**src/hdl/pfcs_pkg.sv**
```systemverilog
package pfcs_pkg;

  localparam int MAX_FILES  = 64;
  localparam int IDX_W      = 6;
  localparam int CNT_W      = 7;
  localparam int STAMP_BITS = 32;
  localparam int PROG_W     = 63;
  localparam int QDEPTH     = 4;
  localparam int QPTR_W     = 2;

  localparam logic [2:0] OP_BEGIN = 3'd0;
  localparam logic [2:0] OP_PROG  = 3'd1;
  localparam logic [2:0] OP_PRIO  = 3'd2;
  localparam logic [2:0] OP_OPEN  = 3'd3;
  localparam logic [2:0] OP_END   = 3'd4;
  localparam logic [2:0] OP_QUERY = 3'd5;

  localparam logic [5:0] MASK_STATIC = 6'h07;
  localparam logic [5:0] MASK_PROG   = 6'h08;
  localparam logic [5:0] MASK_PRIO   = 6'h10;
  localparam logic [5:0] MASK_MODE   = 6'h20;

  // classified command handed from front to back
  typedef struct packed {
    logic [2:0]            op;
    logic [IDX_W-1:0]      idx;
    logic                  in_range;
    logic [PROG_W-1:0]     prog;
    logic [2:0]            prio;
    logic [7:0]            mode;
    logic [STAMP_BITS-1:0] since;
    logic [5:0]            req;
    logic [CNT_W-1:0]      n;
  } cmd_t;

endpackage

```
**src/hdl/pfcs_front.sv**
```systemverilog
module pfcs_front (
  input  logic                         clk,
  input  logic                         rst_n,
  input  logic                         cfg_we,
  input  logic [pfcs_pkg::CNT_W-1:0]   cfg_wdata,
  input  logic                         in_valid,
  output logic                         in_stall,
  input  logic [2:0]                   in_op,
  input  logic [pfcs_pkg::IDX_W-1:0]   in_file_index,
  input  logic [pfcs_pkg::PROG_W-1:0]  in_progress_value,
  input  logic [2:0]                   in_priority_value,
  input  logic [7:0]                   in_mode_value,
  input  logic [31:0]                  in_since_frame,
  input  logic [5:0]                   in_requested_mask,
  output logic                         q_valid,
  output pfcs_pkg::cmd_t               q_cmd,
  input  logic                         q_pop
);
  import pfcs_pkg::*;

  logic [CNT_W-1:0]  file_count_r;
  logic [CNT_W-1:0]  n_eff;
  cmd_t              mem_r [QDEPTH];
  logic [QPTR_W-1:0] wp_r, rp_r;
  logic [QPTR_W:0]   cnt_r;
  logic              push;

  // config register
  always_ff @(posedge clk) begin
    if (!rst_n) begin
      file_count_r <= CNT_W'(MAX_FILES);
    end else if (cfg_we) begin
      file_count_r <= cfg_wdata;
    end
  end

  assign n_eff    = (file_count_r > CNT_W'(MAX_FILES)) ? CNT_W'(MAX_FILES) : file_count_r;
  assign in_stall = (cnt_r == (QPTR_W+1)'(QDEPTH));
  assign push     = in_valid && !in_stall && (in_op <= OP_QUERY);

  // command queue
  always_ff @(posedge clk) begin
    if (!rst_n) begin
      wp_r  <= '0;
      rp_r  <= '0;
      cnt_r <= '0;
    end else begin
      if (push) wp_r <= wp_r + 1'b1;
      if (q_pop) rp_r <= rp_r + 1'b1;
      cnt_r <= cnt_r + (QPTR_W+1)'(push) - (QPTR_W+1)'(q_pop);
    end
  end

  always_ff @(posedge clk) begin
    if (push) begin
      mem_r[wp_r].op       <= in_op;
      mem_r[wp_r].idx      <= in_file_index;
      mem_r[wp_r].in_range <= {1'b0, in_file_index} < n_eff;
      mem_r[wp_r].prog     <= in_progress_value;
      mem_r[wp_r].prio     <= in_priority_value;
      mem_r[wp_r].mode     <= in_mode_value;
      mem_r[wp_r].since    <= in_since_frame;
      mem_r[wp_r].req      <= in_requested_mask;
      mem_r[wp_r].n        <= n_eff;
    end
  end

  assign q_valid = (cnt_r != '0);
  assign q_cmd   = mem_r[rp_r];

`ifndef SYNTHESIS
  a_no_overflow: assert property (@(posedge clk) disable iff (!rst_n)
    cnt_r <= (QPTR_W+1)'(QDEPTH)) else $error("queue overflow");
  a_no_pop_empty: assert property (@(posedge clk) disable iff (!rst_n)
    q_pop |-> q_valid) else $error("pop of empty queue");
  a_full_stall: assert property (@(posedge clk) disable iff (!rst_n)
    (cnt_r == (QPTR_W+1)'(QDEPTH)) |-> in_stall) else $error("full without stall");
`endif

endmodule

```
**config.mk**
```make
export PLATFORM = sky130hd
export DESIGN_NAME = pfcs_front
export DESIGN_NICKNAME = d
export VERILOG_FILES = /design/src/hdl/pfcs_pkg.sv /design/src/hdl/pfcs_front.sv
export SDC_FILE = /design/constraint.sdc
export NUM_CORES = 1
export LEC_CHECK = 0
export BUFFER_PORTS_ARGS = -buffer_cell sky130_fd_sc_hd__buf_2
export CORE_MARGIN = 4
export CORE_UTILIZATION = 43
export CTS_BUF_LIST = sky130_fd_sc_hd__clkbuf_8
export DETAILED_ROUTE_END_ITERATION = 8
export PLACE_DENSITY_LB_ADDON = 0.12
export RECOVER_POWER = 25
export SYNTH_ARGS = -nofsm -noshare
export SYNTH_HDL_FRONTEND = slang
export SYNTH_SLANG_ARGS = --single-unit
export TNS_END_PERCENT = 50
```
**constraint.sdc**
```tcl
create_clock -name clk -period 6.4 [get_ports clk]
set_clock_uncertainty 0.15 [all_clocks]
set_input_delay 1.28 -clock clk [delete_from_list [all_inputs] [get_ports clk]]
set_output_delay 1.28 -clock clk [all_outputs]
set_load 0.005 [all_outputs]
```
==> impl_metrics.env, run 1 <==
export IMPL_grt_util_met3_pct=5.168
export IMPL_fin_nets=1244
export IMPL_final_cell_mix="edfxtp_1 (516), buf_2 (179), mux4_2 (129)"
export IMPL_synth_area_um2=19520
export IMPL_post_route_period_util_pct=66.60
export IMPL_port_buffers=263
export IMPL_synth_cell_types=24
export IMPL_core_um2=44510
export IMPL_grt_pass1_vias=9735
export IMPL_grt_overflow_total=0
export IMPL_synth_compound_area_share_pct=0.1923
export IMPL_syn_inst=769
export IMPL_end_kind="primary output"
export IMPL_synthAdderAreaFrac_pct=0.8077
export IMPL_tightest_slew_ns=1.060
export IMPL_layout_cells_non_filler=1761
export IMPL_vdd_ir_drop_max_v=0.0002279
export IMPL_syn_to_final_growth_pct=18.10
export IMPL_dp_cells=1601
export IMPL_cts_resized=0
export IMPL_ys_seq_area_share_pct=81.03
export IMPL_final_common_cell="edfxtp_1"
export IMPL_ys_ff_latch=532
export IMPL_vias=8966
export IMPL_synth_fp_nets=914
export IMPL_gr_usage_met2_pct=25.21
export IMPL_relSlewSlack_pct=29.32
export IMPL_insertion_delay_ns=0.63
export IMPL_drt_iter0_drc=452
export IMPL_rows=77
export IMPL_root_buffer="clkbuf_8"
export IMPL_status="completed"
export IMPL_rsz0062_at_grt="false"
export IMPL_cts_num_sinks=532
export IMPL_cts_hold_buf=0
export IMPL_maxCapViolations=0
export IMPL_clk_pin_slew_ns=0.06
export IMPL_critPathMaxFanout=29
export IMPL_yosys_area_share_simple_pct=1.019
export IMPL_numCtsBuffers=88
export IMPL_grt_max_degree=87
export IMPL_criticalPathCategory="flop to primary output"
export IMPL_fin_crit_ns=4.263
export IMPL_grt_met1_usage_pct=22.10
export IMPL_synth_top_family_by_area="multiplexers"
export IMPL_finalWorstSetupSlack_ns=2.137
export IMPL_clk_path_buf_depth=3
export IMPL_crit_arrival_ns=2.83
export IMPL_grt_pass1_wl_mm=60.80
export IMPL_antenna_found_initial=4
export IMPL_viasPerCell=5.091
export IMPL_post_place_ws_ns=2.345
export IMPL_drt_first_pass_iters=5
export IMPL_dieHeight_um=221.1
export IMPL_maxSlewViolCount=0
export IMPL_hold_viol=0
export IMPL_busiest_layer="met2"
export IMPL_cts_tree="done"
export IMPL_fin_area_um2=23050
export IMPL_fin_util_pct=51.79
export IMPL_cts_htree_levels=3
export IMPL_synth_warnings=0
export IMPL_gp_congestion=0.7326
export IMPL_muxShareOfSynthArea_pct=15.35
export IMPL_cp_start_kind="flop"
export IMPL_initial_core_util_pct=43.85
export IMPL_die_w_um=221.1
export IMPL_syn_avg_cell_area_um2=25.38
export IMPL_die_area_um2=48860
export IMPL_cp_data_required_time_ns=4.97
export IMPL_power_density_nw_per_um2=336.0
export IMPL_hpwl_mm=23.08
export IMPL_drc=0
export IMPL_worstHoldPathType="flop to flop"
export IMPL_grt_util_all_layers_pct=16.29
export IMPL_drive_gt1_share_pct=37.02
export IMPL_p_leak_nw=7.674
export IMPL_synth_xor_area_share_pct=0.1795
export IMPL_post_dp_cell_area_um2=21500
export IMPL_wl_per_cell_um=22.38
export IMPL_setup_violations_final=0
export IMPL_nFillCells=3654
export IMPL_fmax_ghz=0.2346
export IMPL_post_cts_buffers=0
export IMPL_drt_wl_total_mm=39.41
export IMPL_setup_tns_ns=0
export IMPL_antenna_left=0
export IMPL_ios=264
## final cells by class
| cell class | count | area, µm² | area share [%] |
|---|---|---|---|
| Clock inverter | 62 | 330.3 | 1.433 |
| Timing Repair Buffer | 272 | 1354 | 5.873 |
| Clock buffer | 96 | 1321 | 5.732 |
| Inverter | 11 | 41.29 | 0.1791 |
| Antenna cell | 2 | 5.005 | 0.02171 |
| Tap cell | 592 | 740.7 | 3.214 |
| Multi-Input combinational cell | 194 | 3435 | 14.90 |
| Sequential cell | 532 | 15820 | 68.65 |
## where the power goes
group / switching, mW / internal [mW]
Combinational: 0.442 / 0.388
Sequential: 0.0747 / 4.08
Clock: 1.27 / 1.49
Total: 1.78 / 5.96
## final timing paths
kind / start / endpoint / cells past startpoint / slack, ns
worst max-delay path: flop / q_cmd[117] / 3 / 2.14
worst min-delay path: wp_r[0] / wp_r[0] / 2 / 0.35
worst max register to register: cnt_r[1] / mem_r[2][106] / 4 / 3.29
worst min register to register: wp_r[0] / wp_r[0] / 2 / 0.35
## kinds of logic (layout without fill, tap and decap cells)
group	after synthesis	in the layout
other	0	2
DFF	532	532
AOI/OAI and AO/OA	6	6
xor gates and xnor gates	4	4
muxes	138	138
buffers and inverters	43	441
and+or+nand+nor	34	34
adders and majority gates	12	12
## sequential cells by signal (all words and copies together) (netlist names), named ones only
register and count:
cnt_r 3, wp_r 2, file_count_r 7, mem_r 516
rp_r 2
## Yosys cell counts
cell type  instances  share of area [%]
nand2_1            7               0.13
edfxtp_1         516                 79
and4b_1            1              0.051
mux4_2           129                 15
inv_1             11               0.21
xor2_1             1              0.045
nor2b_1            9               0.29
nand2b_1           5               0.16
mux2i_1            9               0.46
buf_4              2              0.077
nand3_1            1              0.026
nor3b_1            1              0.038
xnor2_1            3               0.13
ha_1              11               0.71
clkbuf_1           8               0.15
a211oi_2           1              0.064
dfxtp_1           16                1.6
or3_1              1              0.032
o21ai_0            1              0.026
a21oi_1            4               0.10
and2_1             9               0.29
fa_1               1               0.10
buf_6             13               0.75
buf_2              9               0.23
## per-stage QoR
step	hold slack, ns	power [mW]
floorplan	0.3177	4.705
global placement	0.3378	5.093
detailed placement	0.3469	5.103
CTS	0.3563	7.903
global route	0.3725	8.144
finish	0.3520	7.746
## metal layers
metal,up-vias,part of all wire [%]
li1,3944,-
met1,4693,43
met2,264,49
met3,61,6.6
met4,4,1.9
met5,-,0.099
## worst max-delay path: stages (launching register included)
cell and delay (ns):
dfxtp_4 0.75, buf_4 0.61, mux4_2 0.63, buf_2 0.16
Note: power is estimated with default switching activity, not from simulation.
==> run 2: changes to the inputs <==
==> constraint.sdc (replaced) <==
create_clock -name clk -period 4 [get_ports clk]
set_clock_uncertainty 0.15 [all_clocks]
set_input_delay 0.8 -clock clk [delete_from_list [all_inputs] [get_ports clk]]
set_output_delay 0.8 -clock clk [all_outputs]
set_load 0.005 [all_outputs]
==> impl_metrics.env, run 2 (synthesized netlist as in run 1, its figures left out) <==
export IMPL_vias=9006
export IMPL_r2r_end="cnt_r[2]"
export IMPL_drt_first_pass_iters=4
export IMPL_tightest_slew_ns=0.6346
export IMPL_holdPathStages=1
export IMPL_rows=77
export IMPL_grt_pass1_vias=9599
export IMPL_fmax_ghz=0.2907
export IMPL_insertion_delay_ns=0.64
export IMPL_critPathSlowestCell="dfxtp_4"
export IMPL_vdd_ir_drop_max_v=0.0002605
export IMPL_cts_htree_levels=3
export IMPL_drive_gt1_share_pct=37.56
export IMPL_rsz0062_at_grt="false"
export IMPL_cts_hold_buf=0
export IMPL_rr_worst_depth=12
export IMPL_gp_congestion=0.6971
export IMPL_die_w_um=221.1
export IMPL_cp_start_kind="flop"
export IMPL_grt_util_all_layers_pct=15.90
export IMPL_root_buffer="clkbuf_8"
export IMPL_setup_tns_ns=0
export IMPL_wl_per_cell_um=21.74
export IMPL_regToRegSetupSlack_ns=1.39
export IMPL_fin_crit_ns=3.439
export IMPL_grt_pass1_wl_mm=59.44
export IMPL_core_um2=44510
export IMPL_dieHeight_um=221.1
export IMPL_die_area_um2=48860
export IMPL_ios=264
export IMPL_power_frac_seq_pct=54.4
export IMPL_worstHoldPathType="input pin to flop"
export IMPL_viasPerCell=5.074
export IMPL_final_common_cell="edfxtp_1"
export IMPL_nFillCells=3653
export IMPL_criticalPathCategory="flop to primary output"
export IMPL_largest_reg_flops=516
export IMPL_maxSlewViolCount=0
export IMPL_fin_nets=1257
export IMPL_clk_pin_slew_ns=0.06
export IMPL_hold_viol=0
export IMPL_cts_num_sinks=532
export IMPL_switching_share_pct=23.58
export IMPL_layout_cells_non_filler=1775
export IMPL_drt_wl_total_mm=38.59
export IMPL_whs_ns=0.2297
export IMPL_maxCapViolations=0
export IMPL_power_frac_comb_pct=11.3
export IMPL_p_int_mw=9.329
export IMPL_drt_iter0_drc=503
export IMPL_status="completed"
export IMPL_port_buffers=263
export IMPL_numCtsBuffers=87
export IMPL_relSlewSlack_pct=57.69
export IMPL_cp_data_required_time_ns=3.05
export IMPL_critPathMaxFanout=30
export IMPL_initial_core_util_pct=43.85
export IMPL_antenna_found_initial=4
export IMPL_crit_arrival_ns=2.49
export IMPL_finalWorstSetupSlack_ns=0.5605
export IMPL_p_leak_nw=7.711
export IMPL_syn_to_final_growth_pct=18.60
export IMPL_post_place_ws_ns=1.005
export IMPL_worstHoldStart="in_mode_value[5]"
export IMPL_end_kind="primary output"
export IMPL_dp_cells=1615
export IMPL_cts_tree="done"
export IMPL_reg_top3="mem_r x516, file_count_r x7, cnt_r x3"
export IMPL_clk_path_buf_depth=3
export IMPL_grt_overflow_total=0
export IMPL_min_to="mem_r[3][50]"
export IMPL_post_route_period_util_pct=85.99
export IMPL_drc=0
export IMPL_grt_max_degree=67
export IMPL_hpwl_mm=23.19
export IMPL_setup_violations_final=0
export IMPL_power_density_nw_per_um2=527.4
export IMPL_max_stage_delay_ns=0.76
export IMPL_crit_chain="buf_4 > mux4_2 > buf_2"
export IMPL_fin_area_um2=23150
export IMPL_post_dp_cell_area_um2=21690
export IMPL_clkPwrFrac_pct=34.3
export IMPL_worstReg2RegStart="cnt_r[2]"
export IMPL_post_cts_buffers=0
export IMPL_final_cell_mix="edfxtp_1 (516), buf_2 (176), mux4_2 (129)"
export IMPL_antenna_left=0
export IMPL_cts_resized=0
export IMPL_p_sw_mw=2.879
export IMPL_regMostFlops="mem_r"
-- run 2: changes by cell type in the layout (fill, tap and decap cells not counted), moves of 2 or more --
cell        change
clkbuf_8        -4
inv_1           -6
clkinvlp_4      -2
clkinv_2        +5
buf_12          +7
clkbuf_1        +3
inv_6           +4
buf_4           +7
clkinv_1        +6
buf_2           -3
bufinv_16       -3
-- run 2: layout make-up --
type                            instances  area [µm²]  share of cell area [%]
Inverter                               11       41.29                  0.1784
Sequential cell                       532       15820                   68.36
Timing Repair Buffer                  286        1543                   6.665
Antenna cell                            1       2.502                 0.01081
Multi-Input combinational cell        194        3435                   14.84
Clock buffer                           92        1266                   5.470
Clock inverter                         67       296.5                   1.281
Tap cell                              592       740.7                   3.200
-- run 2: per-stage QoR --
| stage | power (mW) | utilization (%) |
|---|---|---|
| after global placement | 8.176 | 48.73 |
| after floorplan | 7.523 | - |
| after global routing | 12.84 | 52.00 |
| after detailed placement | 8.196 | 48.73 |
| final | 12.21 | 52.00 |
| after CTS | 12.46 | 52.24 |
-- run 2: power by group through the flow --
stage	sequential, mW	combinational, mW	clock [mW]
after floorplan	6.74	0.780	0
after global placement	6.74	1.43	0
after detailed placement	6.76	1.44	0
after CTS	6.64	1.44	4.38
after global routing	6.67	1.51	4.67
final	6.64	1.38	4.19
-- run 2: worst max-delay path by stage --
stage | endpoint | slack [ns] | cells past startpoint
after floorplan | mem_r[0][0] | -0.87 | 2
after CTS | q_cmd[101] | 0.37 | 3
final | q_cmd[13] | 0.56 | 3
after global placement | cnt_r[2] | 1.02 | 12
after detailed placement | cnt_r[2] | 1.01 | 12
after global routing | q_cmd[13] | 0.33 | 3
-- run 2: worst max-delay path: cells and delay by family (launching register included) --
| family | cells | cell delay, ns |
|---|---|---|
| mux | 1 | 0.56 |
| flops | 1 | 0.76 |
| buf+inv | 2 | 0.53 |
-- run 2: layer usage --
metal / track usage (%) / vias up / wire length [µm]
met3: 5.367 / 58 / 2944
met1: 21.68 / 4672 / 16460
met5: 0 / - / 29
li1: - / 3979 / -
met2: 24.35 / 291 / 18460
met4: 5.496 / 6 / 699
